## config.mk

```make
export PLATFORM = sky130hd
export DESIGN_NAME = gbh_front
export DESIGN_NICKNAME = d
export VERILOG_FILES = /design/src/design/assert_macros.svh /design/src/design/gbh_pkg.sv /design/src/design/gbh_front.sv
export SDC_FILE = /design/constraint.sdc
export NUM_CORES = 2
export LEC_CHECK = 0
export BUFFER_PORTS_ARGS = -buffer_cell sky130_fd_sc_hd__buf_2
export CAP_MARGIN = 20
export CORE_MARGIN = 2
export CORE_UTILIZATION = 58
export CTS_BUF_LIST = sky130_fd_sc_hd__clkbuf_4 sky130_fd_sc_hd__clkbuf_8
export DETAILED_ROUTE_END_ITERATION = 6
export PLACE_DENSITY_LB_ADDON = 0.2
export SLEW_MARGIN = 10
export SYNTH_ARGS = -nofsm -noshare
export SYNTH_HDL_FRONTEND = slang
export SYNTH_SLANG_ARGS = --single-unit
```

## constraint.sdc

```tcl
create_clock -name clock -period 6.5 [get_ports clock]
set_input_delay 0.325 -clock clock [delete_from_list [all_inputs] [get_ports clock]]
set_output_delay 0.325 -clock clock [all_outputs]
set_load 0.05 [all_outputs]
```

## src/design/assert_macros.svh

```systemverilog
// Assertion macros shared by the height unit RTL.
// Depends on nothing; define SYNTH to compile the checks out.
`ifndef ASSERT_MACROS_SVH
`define ASSERT_MACROS_SVH
`ifndef SYNTH
`define GBH_ASSERT(label, clk, rst, prop, msg) \
   label: assert property (@(posedge clk) disable iff (rst) prop) else $error(msg);
`define GBH_ASSERT_NR(label, clk, prop, msg) \
   label: assert property (@(posedge clk) prop) else $error(msg);
`else
`define GBH_ASSERT(label, clk, rst, prop, msg)
`define GBH_ASSERT_NR(label, clk, prop, msg)
`endif
`endif

```

## src/design/gbh_pkg.sv

```systemverilog
// Shared types and constants for the grid bilinear height unit.
// No dependencies.
`default_nettype none

package gbh_pkg;

   localparam int IDX_W       = 10;  // widest lattice index over the supported grid sides
   localparam int QUEUE_DEPTH = 4;
   localparam int QPTR_W      = $clog2(QUEUE_DEPTH);
   localparam int QCNT_W      = $clog2(QUEUE_DEPTH + 1);

   localparam logic CMD_LOAD  = 1'b0;
   localparam logic CMD_QUERY = 1'b1;

   localparam logic [1:0] CSR_RIGIDITY = 2'd0;
   localparam logic [1:0] CSR_GAIN     = 2'd1;
   localparam logic [1:0] CSR_COLS     = 2'd2;
   localparam logic [1:0] CSR_ROWS     = 2'd3;

   localparam logic [15:0]        RIGIDITY_RST = 16'd3277;
   localparam logic signed [15:0] GAIN_RST     = 16'sd2304;
   localparam logic [7:0]         COLS_RST     = 8'd128;
   localparam logic [7:0]         ROWS_RST     = 8'd128;

   typedef struct packed {
      logic [15:0]        rigidity;
      logic signed [15:0] gain;
      logic [7:0]         cols;
      logic [7:0]         rows;
   } gbh_cfg_type;

   typedef struct packed {
      logic               is_query;
      logic               write_en;
      logic               oog;
      logic [IDX_W-1:0]   col;
      logic [IDX_W-1:0]   row;
      logic signed [15:0] value;
      logic [15:0]        frac_x;
      logic [15:0]        frac_y;
   } gbh_item_type;

endpackage

`default_nettype wire

```

## src/design/gbh_front.sv

```systemverilog
// Front end: takes requests, scales query positions, splits cell and
// fraction, checks grid bounds and pushes work items. Uses gbh_pkg.
`default_nettype none

module gbh_front import gbh_pkg::*; #(
   parameter int GRID_SIDE = 128
) (
   input  wire logic               clock,
   input  wire logic               reset,
   input  wire gbh_cfg_type        cfg,
   input  wire logic               req_valid,
   output logic                    req_stall,
   input  wire logic               req_command,
   input  wire logic [6:0]         req_cell_col,
   input  wire logic [6:0]         req_cell_row,
   input  wire logic signed [15:0] req_cell_value,
   input  wire logic [23:0]        req_pos_x,
   input  wire logic [23:0]        req_pos_y,
   input  wire logic               q_full,
   output logic                    q_push,
   output gbh_item_type            q_item
);

   logic               f_valid_ff, f_valid_in;
   logic               f_cmd_ff, f_cmd_in;
   logic [6:0]         f_col_ff, f_col_in;
   logic [6:0]         f_row_ff, f_row_in;
   logic signed [15:0] f_value_ff, f_value_in;
   logic [39:0]        f_sx_ff, f_sx_in;
   logic [39:0]        f_sy_ff, f_sy_in;

   logic        advance;
   logic [15:0] cell_x, cell_y;
   logic [16:0] cols_eff, rows_eff;
   logic        is_query, oog, load_ok;

   assign advance   = !f_valid_ff || !q_full;
   assign req_stall = f_valid_ff && q_full;
   assign q_push    = f_valid_ff && !q_full;

   always_comb begin
      f_valid_in = advance ? req_valid : f_valid_ff;
      f_cmd_in   = f_cmd_ff;
      f_col_in   = f_col_ff;
      f_row_in   = f_row_ff;
      f_value_in = f_value_ff;
      f_sx_in    = f_sx_ff;
      f_sy_in    = f_sy_ff;
      if (advance && req_valid) begin
         f_cmd_in   = req_command;
         f_col_in   = req_cell_col;
         f_row_in   = req_cell_row;
         f_value_in = req_cell_value;
         f_sx_in    = 40'(req_pos_x) * 40'(cfg.rigidity);
         f_sy_in    = 40'(req_pos_y) * 40'(cfg.rigidity);
      end
   end

   always_ff @(posedge clock) begin
      if (reset) begin
         f_valid_ff <= 1'b0;
      end else begin
         f_valid_ff <= f_valid_in;
      end
      f_cmd_ff   <= f_cmd_in;
      f_col_ff   <= f_col_in;
      f_row_ff   <= f_row_in;
      f_value_ff <= f_value_in;
      f_sx_ff    <= f_sx_in;
      f_sy_ff    <= f_sy_in;
   end

   // Q16.24 scaled position: integer part is the cell, bits 23..8 the fraction
   assign cell_x = f_sx_ff[39:24];
   assign cell_y = f_sy_ff[39:24];

   assign cols_eff = (17'(cfg.cols) < 17'(GRID_SIDE)) ? 17'(cfg.cols) : 17'(GRID_SIDE);
   assign rows_eff = (17'(cfg.rows) < 17'(GRID_SIDE)) ? 17'(cfg.rows) : 17'(GRID_SIDE);

   assign is_query = (f_cmd_ff == CMD_QUERY);
   assign oog      = ((17'(cell_x) + 17'd1) >= cols_eff) || ((17'(cell_y) + 17'd1) >= rows_eff);
   assign load_ok  = (32'(f_col_ff) < 32'(GRID_SIDE)) && (32'(f_row_ff) < 32'(GRID_SIDE));

   always_comb begin
      q_item.is_query = is_query;
      q_item.write_en = !is_query && load_ok;
      q_item.oog      = is_query && oog;
      q_item.col      = is_query ? cell_x[IDX_W-1:0] : IDX_W'(f_col_ff);
      q_item.row      = is_query ? cell_y[IDX_W-1:0] : IDX_W'(f_row_ff);
      q_item.value    = f_value_ff;
      q_item.frac_x   = f_sx_ff[23:8];
      q_item.frac_y   = f_sy_ff[23:8];
   end

endmodule

`default_nettype wire

```

==> impl_metrics.ini <==
[logic_synthesis]
yosysTopAreaCell = fa_1
synth_warnings = 0
syn_inst = 3038
synth-seq-cells = 96
synth_nets = 4015
synth_area_sq_um = 28100
synth_edf_count = 95
ys_seq_area_share_pct = 10.2
synth_flop_cell = edfxtp_1
async_flop_share_pct = 0
yosysTopAreaCellShare_pct = 43.4
ys_types = 59
avgSynthCellArea_sq_um = 9.26
synth.top_cells.by_area = fa_1 (43%), ha_1 (10%), edfxtp_1 (10%)

[setup_path]
startpoint = cfg[36]
critPathKind = input port to flip-flop
arrival_ns = 6.39
cp_slowest_stage_delay_ns = 0.54
slowest_stage = fa_1
cp_cell_sequence = buf_2 > buf_4 > buf_4 > nand2_1 > fa_1 > inv_1 > fa_1 > inv_1 > fa_1 > inv_1 > fa_1 > fa_1 > inv_1 > fa_1 > inv_1 > ha_1 > a21o_1 > a21oi_1 > o22ai_1 > o31ai_1 > a21o_1 > o21ai_0 > a21oi_1 > xnor2_1
critPathLaunchType = input port
worst_path_most_repeated_cell = fa_1
worstSetupEndpointType = flip-flop
crit_family = adder cells
path_buf_inv = 8
endpoint = f_sy_ff[32]
reg2reg_to = f_value_ff[0]
rr_worst_depth = 3
rr_startpoint = f_valid_ff
r2r_setup_slack_ns = 3.99
cp_data_required_time_ns = 6.66
crit_cells = 24
crit_path_max_fanout = 16

[timing]
setup_viol = 0
fin_crit_sh_pct = 95.9
skew_ns = 0.00906
tightest_slew_ns = 1.00
final_hold_viol_count = 0
fin_ws_ns = 0.269
max_freq_mhz = 160
finalMaxSlewViolations = 0
period_minus_slack_ns = 6.23
maxSlewHeadroom_pct = 33.3
grt_setup_unrepaired = false

[place]
dp_hpwl_um = 59700
gp_congestion = 0.917
place_ws_ns = -0.269
numPortBuffers = 187
post-place-cells = 3842

[clock_tree]
numCtsBuffers = 9
cts_resized = 0
cts_tree = yes
clk_latency_ns = 0.41
cts.clk_slew.worst_paths_ns = 0.10
clock-sinks = 96
holdBufCountCts = 0
cts_max_level = 3
cts-root-buf = clkbuf_8
ctsLongestPathBuffers = 2
post-cts-setup-buffers = 0

[detailed_routing]
wirelength_um = 71000
detail-route-antenna-nets = 0
viasPerCell = 5.42
drtIter0Drc = 1308
routedWlPerCell_um = 18.4
drc = 0
drtPass1Iterations = 6
vias = 20900

[layout]
finalNetCount = 4216
drive_above_1_share_pct = 12.1
area_growth_pct = 9.16
layout.cells.non_filler = 3860
postLayoutCoreUtil_pct = 64.2

[floorplanning]
initial_utilization_pct = 58.8
ios = 204
die_y_um = 224
coreArea_sq_um = 47800
die-area_sq_um = 50300
die_w_um = 224
rows = 80

[global_routing]
grt_pass1_wl_um = 116000
grt_max_degree = 61
track_usage_pct = 29.7
grt-ovfl-total = 0
antenna_found_initial = 2
grt_pass1_vias = 22800

[run_status]
status = complete, no violations

[run]
cap_violations = 0

[worst_hold_path]
min-delay-path-class = input port to flip-flop
-- how the worst min path moves through the flow --
stage                     startpoint         end  slack, ns  cells past startpoint
after floorplan                reset  f_valid_ff       0.40                      1
after global placement         reset  f_valid_ff       0.49                      2
after detailed placement       reset  f_valid_ff       0.49                      2
after CTS                      reset  f_valid_ff       0.03                      2
after global routing           reset  f_valid_ff       0.05                      2
final                          reset  f_valid_ff       0.06                      2
-- per-layer routing --
metal	GRT usage, %	vias up	share of wire [%]
li1	-	9391	-
met5	0	-	0.014
met3	4.50	126	7.3
met4	10.1	2	3.2
met1	40.6	10600	42
met2	48.8	778	48
-- cell type report --
| type | instances | area [sq um] |
|---|---|---|
| multi-input cells | 2073 | 21900 |
| fillers | 4051 | 17100 |
| flip-flops and latches | 96 | 2870 |
| inverters | 705 | 2650 |
| repair buffers | 354 | 2320 |
| well taps | 615 | 769 |
| clock buffers | 11 | 139 |
| clock inverters | 5 | 81.3 |
| diodes | 1 | 2.50 |
-- layout by cell type (no fill, tap or decap), types with 9 or more instances in the layout --
| master | Yosys | layout |
|---|---|---|
| a21o_1 | 45 | 45 |
| a21oi_1 | 55 | 55 |
| and2_1 | 327 | 327 |
| and3_1 | 9 | 9 |
| buf_12 | 0 | 9 |
| buf_2 | 2 | 184 |
| buf_4 | 33 | 157 |
| clkbuf_8 | 0 | 9 |
| edfxtp_1 | 95 | 95 |
| fa_1 | 610 | 610 |
| ha_1 | 236 | 236 |
| inv_1 | 705 | 705 |
| mux2_2 | 14 | 14 |
| nand2_1 | 487 | 487 |
| nand3_1 | 31 | 31 |
| nand4_1 | 19 | 19 |
| nor2_1 | 30 | 30 |
| nor2b_1 | 14 | 13 |
| o21a_1 | 9 | 9 |
| o21ai_0 | 32 | 32 |
| xnor2_1 | 60 | 60 |
| xor2_1 | 22 | 22 |
-- sequential cells by signal, indices dropped and copies added (netlist names) --
signal and flops:
f_col_ff 7, f_sy_ff 32, f_value_ff 16, f_sx_ff 32
f_valid_ff 1, f_cmd_ff 1, f_row_ff 7
-- per-stage QoR --
stage               hold WS [ns]  setup TNS, ns  area (sq um)
CTS                       0.0276              0         30700
floorplan                  0.397              0         28100
detailed placement         0.491          -2.42         30500
finish                    0.0579              0         30700
global route              0.0475              0         30700
global placement           0.489         -0.828         30500
-- worst register-to-register path, cell delays in order, from the launching register on --
cell and delay (ns):
dfxtp_1 0.32, and2_1 0.17, nor2b_4 0.78, buf_4 0.77
-- cell usage after synthesis, types with 2 or more instances --
cell	n
a41oi_1	3
o21bai_1	5
a211oi_1	3
a2111oi_0	4
nand2_1	487
or4_1	2
nand4_1	19
xnor2_1	60
o21ai_0	32
o211ai_1	4
mux2_2	14
clkbuf_1	128
buf_4	33
buf_2	2
o22ai_1	3
nor3_1	6
inv_1	705
a31oi_1	6
nand3_1	31
o21a_1	9
nor2b_1	14
xor2_1	22
fa_1	610
nor2_1	30
a311oi_1	3
and4_1	4
a21oi_1	55
nor4_1	2
and2_1	327
a21o_1	45
ha_1	236
and3_1	9
o31ai_1	3
nand2b_1	3
edfxtp_1	95
-- cell families after synthesis --
kind of cell             Yosys count  share of synthesized area (%)
adder cells (fa/ha/maj)          846                           53.9
AND/OR/NAND/NOR                  938                           16.2
XOR/XNOR                          82                           2.55
multiplexers                      15                          0.596
buffers and inverters            869                           12.0
flip-flops                        96                           10.2
AO/OA/AOI/OAI                    192                           4.52
Power is left out: the tool's default activity adds up to more than one toggle a clock period on the data nets, which glitch-free logic cannot reach.
