--- src/design/assert_macros.svh ---
// Assertion macros shared by the height unit RTL.
// Depends on nothing; define SYNTH to compile the checks out.
`ifndef ASSERT_MACROS_SVH
`define ASSERT_MACROS_SVH
`ifndef SYNTH
`define GBH_ASSERT(label, clk, rst, prop, msg) \
   label: assert property (@(posedge clk) disable iff (rst) prop) else $error(msg);
`define GBH_ASSERT_NR(label, clk, prop, msg) \
   label: assert property (@(posedge clk) prop) else $error(msg);
`else
`define GBH_ASSERT(label, clk, rst, prop, msg)
`define GBH_ASSERT_NR(label, clk, prop, msg)
`endif
`endif

--- src/design/gbh_pkg.sv ---
// Shared types and constants for the grid bilinear height unit.
// No dependencies.
`default_nettype none

package gbh_pkg;

   localparam int IDX_W       = 10;  // widest lattice index over the supported grid sides
   localparam int QUEUE_DEPTH = 4;
   localparam int QPTR_W      = $clog2(QUEUE_DEPTH);
   localparam int QCNT_W      = $clog2(QUEUE_DEPTH + 1);

   localparam logic CMD_LOAD  = 1'b0;
   localparam logic CMD_QUERY = 1'b1;

   localparam logic [1:0] CSR_RIGIDITY = 2'd0;
   localparam logic [1:0] CSR_GAIN     = 2'd1;
   localparam logic [1:0] CSR_COLS     = 2'd2;
   localparam logic [1:0] CSR_ROWS     = 2'd3;

   localparam logic [15:0]        RIGIDITY_RST = 16'd3277;
   localparam logic signed [15:0] GAIN_RST     = 16'sd2304;
   localparam logic [7:0]         COLS_RST     = 8'd128;
   localparam logic [7:0]         ROWS_RST     = 8'd128;

   typedef struct packed {
      logic [15:0]        rigidity;
      logic signed [15:0] gain;
      logic [7:0]         cols;
      logic [7:0]         rows;
   } gbh_cfg_type;

   typedef struct packed {
      logic               is_query;
      logic               write_en;
      logic               oog;
      logic [IDX_W-1:0]   col;
      logic [IDX_W-1:0]   row;
      logic signed [15:0] value;
      logic [15:0]        frac_x;
      logic [15:0]        frac_y;
   } gbh_item_type;

endpackage

`default_nettype wire

--- src/design/gbh_queue.sv ---
// Short in-order work queue between the front and back ends.
// Uses gbh_pkg for the item type and depth.
`default_nettype none

module gbh_queue import gbh_pkg::*; (
   input  wire logic         clock,
   input  wire logic         reset,
   input  wire logic         push,
   input  wire gbh_item_type push_item,
   output logic              full,
   input  wire logic         pop,
   output logic              head_valid,
   output gbh_item_type      head_item
);

   gbh_item_type        entries_ff [QUEUE_DEPTH];
   logic [QPTR_W-1:0]   wr_ptr_ff, wr_ptr_in;
   logic [QPTR_W-1:0]   rd_ptr_ff, rd_ptr_in;
   logic [QCNT_W-1:0]   count_ff, count_in;

   assign full       = (count_ff == QCNT_W'(QUEUE_DEPTH));
   assign head_valid = (count_ff != '0);
   assign head_item  = entries_ff[rd_ptr_ff];

   always_comb begin
      wr_ptr_in = push ? wr_ptr_ff + 1'b1 : wr_ptr_ff;
      rd_ptr_in = pop ? rd_ptr_ff + 1'b1 : rd_ptr_ff;
      count_in  = count_ff + QCNT_W'(push) - QCNT_W'(pop);
   end

   always_ff @(posedge clock) begin
      if (reset) begin
         wr_ptr_ff <= '0;
         rd_ptr_ff <= '0;
         count_ff  <= '0;
      end else begin
         wr_ptr_ff <= wr_ptr_in;
         rd_ptr_ff <= rd_ptr_in;
         count_ff  <= count_in;
      end
      if (push) begin
         entries_ff[wr_ptr_ff] <= push_item;
      end
   end

endmodule

`default_nettype wire

--- config.mk ---
export PLATFORM = sky130hd
export DESIGN_NAME = gbh_queue
export DESIGN_NICKNAME = d
export VERILOG_FILES = /design/src/design/assert_macros.svh /design/src/design/gbh_pkg.sv /design/src/design/gbh_queue.sv
export SDC_FILE = /design/constraint.sdc
export NUM_CORES = 1
export LEC_CHECK = 0
export BUFFER_PORTS_ARGS = -buffer_cell sky130_fd_sc_hd__buf_2
export CAP_MARGIN = 10
export CORE_MARGIN = 4
export CORE_UTILIZATION = 61
export CTS_CLUSTER_DIAMETER = 150
export DETAILED_ROUTE_END_ITERATION = 6
export PLACE_DENSITY = 0.82
export SYNTH_ARGS = -nofsm -noshare
export SYNTH_HDL_FRONTEND = slang
export SYNTH_SLANG_ARGS = --single-unit
--- constraint.sdc ---
create_clock -name clock -period 5.8 [get_ports clock]
set_input_delay 0.87 -clock clock [delete_from_list [all_inputs] [get_ports clock]]
set_output_delay 0.87 -clock clock [all_outputs]
set_load 0.1 [all_outputs]
==> impl_summary.txt, run 1 <==
----------------------------------------------------
[Finish]
  Number of fill cells in the layout ... 997
  Multi-input gate area in the final layout ... 1850 um^2
  Area occupied by registers ... 8720 um^2
  Area growth from synthesis to layout ... 16.7%
  Net count reported at finish ... 657
  Commonest cells after routing, fill and taps aside ... edfxtp_1, buf_2, mux4_2, clkbuf_16
  Most common cell after layout, fill and taps aside ... edfxtp_1
  Layout cells sized above 1 ... 44.4%
  Core Util, Final ... 72.6%
  Total inserted antenna cells ... 0

[Timing]
  Share of the clock period used by the worst path ... 66.0%
  Final slew viol count ... 0
  Number of setup violations in the final report ... 0
  Sum of negative setup slack ... 0 ns
  Worst Max-Slew Pin Slew ... 1.11 ns
  Fin Clk Skew ... 0.00817 ns
  Final hold viol count ... 0
  Minimum period implied by the final worst setup slack ... 3.83 ns
  Achievable frequency ... 261 MHz
  Worst slew margin relative to its limit ... 26.1%
  Fin worst setup slack ... 1.97 ns
  Tightest hold margin ... 0.555 ns
  Unrepaired setup endpoints after global routing ... no

[Global routing]
  Tot GR Track Use ... 19.9%
  Maximum number of pins on one net before global-route repair ... 72
  Global-route wire length before repair ... 29,900 um
  Vias in the first global route ... 5,156
  Overflow left after global routing ... 0
  Number of antenna violations at the first check in global routing ... 1

[Placement]
  Routability congestion estimate ... 0.758
  Worst setup slack before clock tree synthesis ... 2.41 ns
  Port-buffer cells ... 147
  HPWL after detailed placement ... 11,100 um

[Critical path]
  WP data required ... 4.93 ns
  RR Endpoint ... entries_ff[2][23]
  Element type at the critical path start ... flip-flop
  Start of the worst register-to-register path ... wr_ptr_ff[0]
  Setup CP Type ... flip-flop to output pin
  Cell count of the worst reg-to-reg path ... 3
  Register-to-Register Setup Slack ... 3.91 ns
  Critical path peak fanout ... 55
  Capturing element type of the critical path ... output pin
  Crit path DAT ... 2.96 ns

[CTS]
  Number of buffers on the longest clock path ... 3
  Cts bufs inserted ... 28
  Clock insertion delay at the later pin of the skew report ... 0.52 ns
  CTS Root Buffer Type ... clkbuf_16
  CTS HTree Levels ... 1
  Number of buffers added to fix hold violations after cts ... 0
  CTS tree ... built
  Post-CTS clock slew at the launch and capture registers of the worst setup and hold paths ... 0.06 ns
  Post-cts repair resize count ... 0
  Post-CTS repair timing setup buffer count ... 0
  Clock net sink count ... 293

[Die]
  Die Area ... 19,800 um^2
  Area of the core ... 17,300 um^2
  Number of ports placed on the die boundary ... 148
  Die Ht ... 141 um
  Number of standard-cell rows in the floorplan ... 48
  Die X-Extent ... 141 um
  Initial core utilization ... 62.2%

[Job]
  Number of maximum-capacitance constraint violations ... 0

[Detailed routing]
  DR DRC count ... 0
  Vias per Instance ... 5.83
  Routed wirelength normalized by instance count ... 23.6 um
  First-pass DRT Iterations ... 5
  Drt initial violations ... 254
  Residual antenna-violating net count after detailed routing ... 0
  Via count ... 4,789
  Wire length after detailed routing ... 19,400 um

[Pwr]
  Clock group share of total power ... 34.7%
  Switching power as a share of total power ... 28.8%
  Net switching power ... 1.52 mW
  Power share of the combinational group ... 17.9%
  Static leakage ... 4.26 nW
  Worst vdd ir ... 0.397 mV
  Total power density per cell area ... 420 nW/um^2
  Sequential share of power ... 47.4%
  Int Pwr ... 3.76 mW

[Yosys]
  Register bit total from synthesis ... 293
  Distinct cells, synth ... 22
  Synthesized area divided by synthesized cell count ... 26.1 um^2
  Seq/Total Area, Yosys ... 80.9%
  Mapped Nets ... 495
  Number of warnings issued by yosys ... 0
  Cell area after synthesis ... 10,800 um^2
  Synthesized instance count ... 413

[Worst hold path]
  Type of the worst min-delay path ... flip-flop to flip-flop
  Hold path depth ... 2
  Start point of the worst min-delay path ... rd_ptr_ff[0]

[Outcome]
  Run status ... completed

----------------------------------------------------
## worst max-delay path, cell delays in order, from the launching register on
cell     delay [ns]
dfxtp_4        1.07
buf_4          0.47
mux4_2         0.57
buf_2          0.31
## synth_stat cells
master / instances / area share [%]
or3_1: 1 / 0.058
inv_1: 6 / 0.21
nor2_1: 5 / 0.17
a21bo_2: 1 / 0.093
ha_1: 6 / 0.70
fa_1: 1 / 0.19
dfxtp_1: 9 / 1.7
buf_2: 7 / 0.33
buf_12: 7 / 1.3
and3_1: 1 / 0.058
buf_1: 1 / 0.035
buf_6: 1 / 0.10
mux4_1: 1 / 0.24
xnor2_1: 2 / 0.16
and2_1: 4 / 0.23
edfxtp_1: 284 / 79
a21oi_1: 1 / 0.046
nand3b_1: 1 / 0.070
nor2b_1: 2 / 0.12
mux4_2: 70 / 15
mux2i_1: 1 / 0.093
xor3_1: 1 / 0.22
## worst max-delay path by stage
stage                     startpoint                to  slack (ns)
after global placement     flip-flop     head_item[43]        2.43
after global routing       flip-flop     head_item[48]        1.70
after CTS                  flip-flop     head_item[48]        1.82
after floorplan                 push  entries_ff[0][0]        2.83
final                      flip-flop     head_item[48]        1.97
after detailed placement   flip-flop     head_item[42]        2.41
## registers in the layout, indices dropped and copies added, names as in the netlist, named ones only
name and cells:
entries_ff 284, count_ff 3, wr_ptr_ff 2, rd_ptr_ff 2
## final cells by class
cell class	instances	share of cell area, %
clock buffer	38	6.21
timing repair buffer	148	5.92
tap	225	2.24
inverter	6	0.179
clock inverter	14	1.33
multi-input combinational	98	14.7
sequential	293	69.4
## kinds of logic (layout without fill, tap and decap cells)
kind of cell	Yosys count	count (layout)	share of synthesized area [%]
flops	293	293	80.9
mux	72	72	15.0
buf+inv	22	206	1.98
simple gates	14	14	0.709
fa+ha+maj	7	7	0.884
xor+xnor	3	3	0.384
compound gates	2	2	0.139
## per-layer routing
layer	vias up	track usage [%]	wire length [um]
li1	2085	-	-
met1	2474	25.8	7310
met2	189	35.1	10400
met3	39	4.21	1240
met4	2	4.84	383
met5	-	0	11
## metrics by stage
stage / cells / total power [mW] / instance area, um^2
6_report: 822 / 5.28 / 12600
5_1_grt: 822 / 5.45 / 12600
4_1_cts: 822 / 5.32 / 12600
3_5_place_dp: 770 / 3.49 / 11600
3_3_place_gp: 770 / 3.47 / 11600
2_1_floorplan: 413 / 3.34 / 10800
## power groups by stage
stage	combinational, mW	sequential (mW)	clock, mW
after floorplan	0.836	2.50	0
after global placement	0.929	2.54	0
after detailed placement	0.945	2.55	0
after CTS	0.951	2.51	1.86
after global routing	0.975	2.51	1.96
final	0.943	2.50	1.83
Power figures use the tool's default switching activity.
==> run 2: changes to the inputs <==
--- a/config.mk
+++ b/config.mk
@@ -5,13 +5,14 @@
 export SDC_FILE = /design/constraint.sdc
 export NUM_CORES = 1
 export LEC_CHECK = 0
+export ABC_AREA = 1
 export BUFFER_PORTS_ARGS = -buffer_cell sky130_fd_sc_hd__buf_2
 export CAP_MARGIN = 10
 export CORE_MARGIN = 4
-export CORE_UTILIZATION = 61
+export CORE_UTILIZATION = 58
 export CTS_CLUSTER_DIAMETER = 150
 export DETAILED_ROUTE_END_ITERATION = 6
-export PLACE_DENSITY = 0.82
+export PLACE_DENSITY = 0.78
 export SYNTH_ARGS = -nofsm -noshare
 export SYNTH_HDL_FRONTEND = slang
 export SYNTH_SLANG_ARGS = --single-unit
==> constraint.sdc (replaced) <==
create_clock -name clock -period 3.6 [get_ports clock]
set_input_delay 0.54 -clock clock [delete_from_list [all_inputs] [get_ports clock]]
set_output_delay 0.54 -clock clock [all_outputs]
set_load 0.1 [all_outputs]
==> impl_summary.txt, run 2 <==
----------------------------------------------------
[Outcome]
  Run status ... completed

[Critical path]
  Critical path peak fanout ... 148
  Start of the worst register-to-register path ... wr_ptr_ff[0]
  Register-to-Register Setup Slack ... 1.63 ns
  Capturing element type of the critical path ... output pin
  RR Endpoint ... entries_ff[0][36]
  WP data required ... 3.06 ns
  Cell count of the worst reg-to-reg path ... 5
  Crit path DAT ... 2.14 ns
  Element type at the critical path start ... flip-flop
  Setup CP Type ... flip-flop to output pin

[Yosys]
  Most frequent cell after synthesis ... edfxtp_1
  Synthesized instance count ... 886
  Leading post-synthesis cells by cell area ... edfxtp_1, inv_1, nand2_1, o211ai_1, a21oi_1
  Seq/Total Area, Yosys ... 74.8%
  Synthesized area divided by synthesized cell count ... 13.1 um^2
  Post-synth EDFFs ... 284
  Post-synth top area share ... 73.2%
  Most instantiated cells after synthesis ... edfxtp_1, inv_1, nand2_1
  Cell area after synthesis ... 11,600 um^2
  Distinct cells, synth ... 19
  Cell type with the largest total area after synthesis ... edfxtp_1
  Number of warnings issued by yosys ... 0
  Main synth FF type ... edfxtp_1
  Mapped Nets ... 968
  Register bit total from synthesis ... 293
  Fraction of registers with async set or reset after synthesis ... 0%

[Pwr]
  Total power density per cell area ... 623 nW/um^2
  PnR Total Power ... 8.39 mW
  Static leakage ... 5.29 nW
  Worst vdd ir ... 0.503 mV

[Timing]
  Minimum period implied by the final worst setup slack ... 2.68 ns
  Share of the clock period used by the worst path ... 74.6%
  Achievable frequency ... 373 MHz
  Worst Max-Slew Pin Slew ... 0.701 ns
  Worst slew margin relative to its limit ... 53.3%
  Fin Clk Skew ... 0.00746 ns
  Fin worst setup slack ... 0.916 ns
  Unrepaired setup endpoints after global routing ... no
  Final hold viol count ... 0
  Sum of negative setup slack ... 0 ns
  Final slew viol count ... 0
  Number of setup violations in the final report ... 0

[Die]
  Die Ht ... 150 um
  Area of the core ... 19,600 um^2
  Die Area ... 22,400 um^2
  Number of ports placed on the die boundary ... 148
  Die X-Extent ... 150 um
  Number of standard-cell rows in the floorplan ... 51
  Initial core utilization ... 59.5%

[CTS]
  CTS Root Buffer Type ... clkbuf_16
  Clock net sink count ... 293
  Cts bufs inserted ... 29
  CTS tree ... built
  Number of buffers added to fix hold violations after cts ... 0
  Post-CTS clock slew at the launch and capture registers of the worst setup and hold paths ... 0.06 ns
  CTS HTree Levels ... 1
  Post-CTS repair timing setup buffer count ... 0
  Number of buffers on the longest clock path ... 3
  Clock insertion delay at the later pin of the skew report ... 0.52 ns
  Post-cts repair resize count ... 0

[Worst hold path]
  Hold path depth ... 2
  Type of the worst min-delay path ... input pin to flip-flop
  Start point of the worst min-delay path ... reset
  Sink of the worst hold path ... count_ff[0]

[Finish]
  Net count reported at finish ... 1,108
  Top Registers ... entries_ff: 284 flops, count_ff: 3 flops
  Layout cells sized above 1 ... 19.5%
  Max reg flops ... 284
  Post-layout instance area ... 13,500 um^2
  Area growth from synthesis to layout ... 15.6%
  Register with the highest flop count ... entries_ff
  Most common cell after layout, fill and taps aside ... edfxtp_1
  Commonest cells after routing, fill and taps aside ... edfxtp_1, inv_1, nand2_1, buf_2, a21oi_1

[Detailed routing]
  DR DRC count ... 0
  Routed wirelength normalized by instance count ... 16.4 um
  Via count ... 6,854
  First-pass DRT Iterations ... 5
  Vias per Instance ... 5.23
  Wire length after detailed routing ... 21,500 um
  Residual antenna-violating net count after detailed routing ... 0
  Drt initial violations ... 440

[Placement]
  Port-buffer cells ... 147
  Total placed instance area ... 12,500 um^2
  Worst setup slack before clock tree synthesis ... 1.49 ns
  Routability congestion estimate ... 0.712
  HPWL after detailed placement ... 12,600 um

[Global routing]
  Tot GR Track Use ... 19.0%
  Vias in the first global route ... 6,751
  Global-route wire length before repair ... 33,800 um
  Maximum number of pins on one net before global-route repair ... 149
  Number of antenna violations at the first check in global routing ... 4
  Overflow left after global routing ... 0

[Job]
  Number of maximum-capacitance constraint violations ... 0

----------------------------------------------------
[run 2: where the power goes]
part / total [mW] / internal (mW) / switching (mW) / leakage (nW)
clock network: 2.91 / 1.75 / 1.16 / 0.456
logic: 1.54 / 0.244 / 1.30 / 2.15
registers: 3.94 / 3.90 / 0.0388 / 2.68
[run 2: worst max-delay path by stage]
stage	startpoint	endpoint	slack [ns]	cells past startpoint
2_1_floorplan	count_ff[2]	full	0.67	2
3_3_place_gp	flip-flop	head_item[30]	1.51	4
4_1_cts	flip-flop	head_item[56]	0.91	4
5_1_grt	flip-flop	head_item[24]	0.77	4
3_5_place_dp	flip-flop	head_item[52]	1.49	4
6_report	flip-flop	head_item[56]	0.92	4
[run 2: per-stage QoR]
step / instances / hold WS [ns] / util, %
floorplan: 886 / 0.436 / -
global placement: 1260 / 0.440 / 64.0
detailed placement: 1260 / 0.446 / 64.0
CTS: 1310 / 0.176 / 68.7
global route: 1311 / 0.184 / 68.7
finish: 1311 / 0.201 / 68.7
[run 2: cell type report]
type / instances / area, um^2
Tap cell: 265 / 332
Clock buffer: 33 / 741
Antenna cell: 1 / 2.50
Timing Repair Buffer: 157 / 911
Clock inverter: 17 / 181
Multi-Input combinational cell: 386 / 1980
Fill cell: 1376 / 6120
Inverter: 159 / 602
Sequential cell: 293 / 8720
[run 2: metal layers]
metal  vias up  track usage, %  share of wire [%]
met4         6            5.40                2.3
met5         -               0               0.20
li1       3352               -                  -
met2       204            32.1                 48
met1      3248            25.2                 42
met3        44            4.09                7.3
[run 2: cell families after synthesis]
family	count (synthesis)	share of synthesized area (%)
fa+ha+maj	7	0.816
compound gates	223	11.1
buf+inv	207	8.23
flops	293	74.8
simple gates	156	5.06
[run 2: worst max-delay path: stages, from the launching register on]
cell and delay, ns:
dfxtp_4 0.37, buf_12 0.40, o211ai_1 0.20, nand2_1 0.12, buf_2 0.43
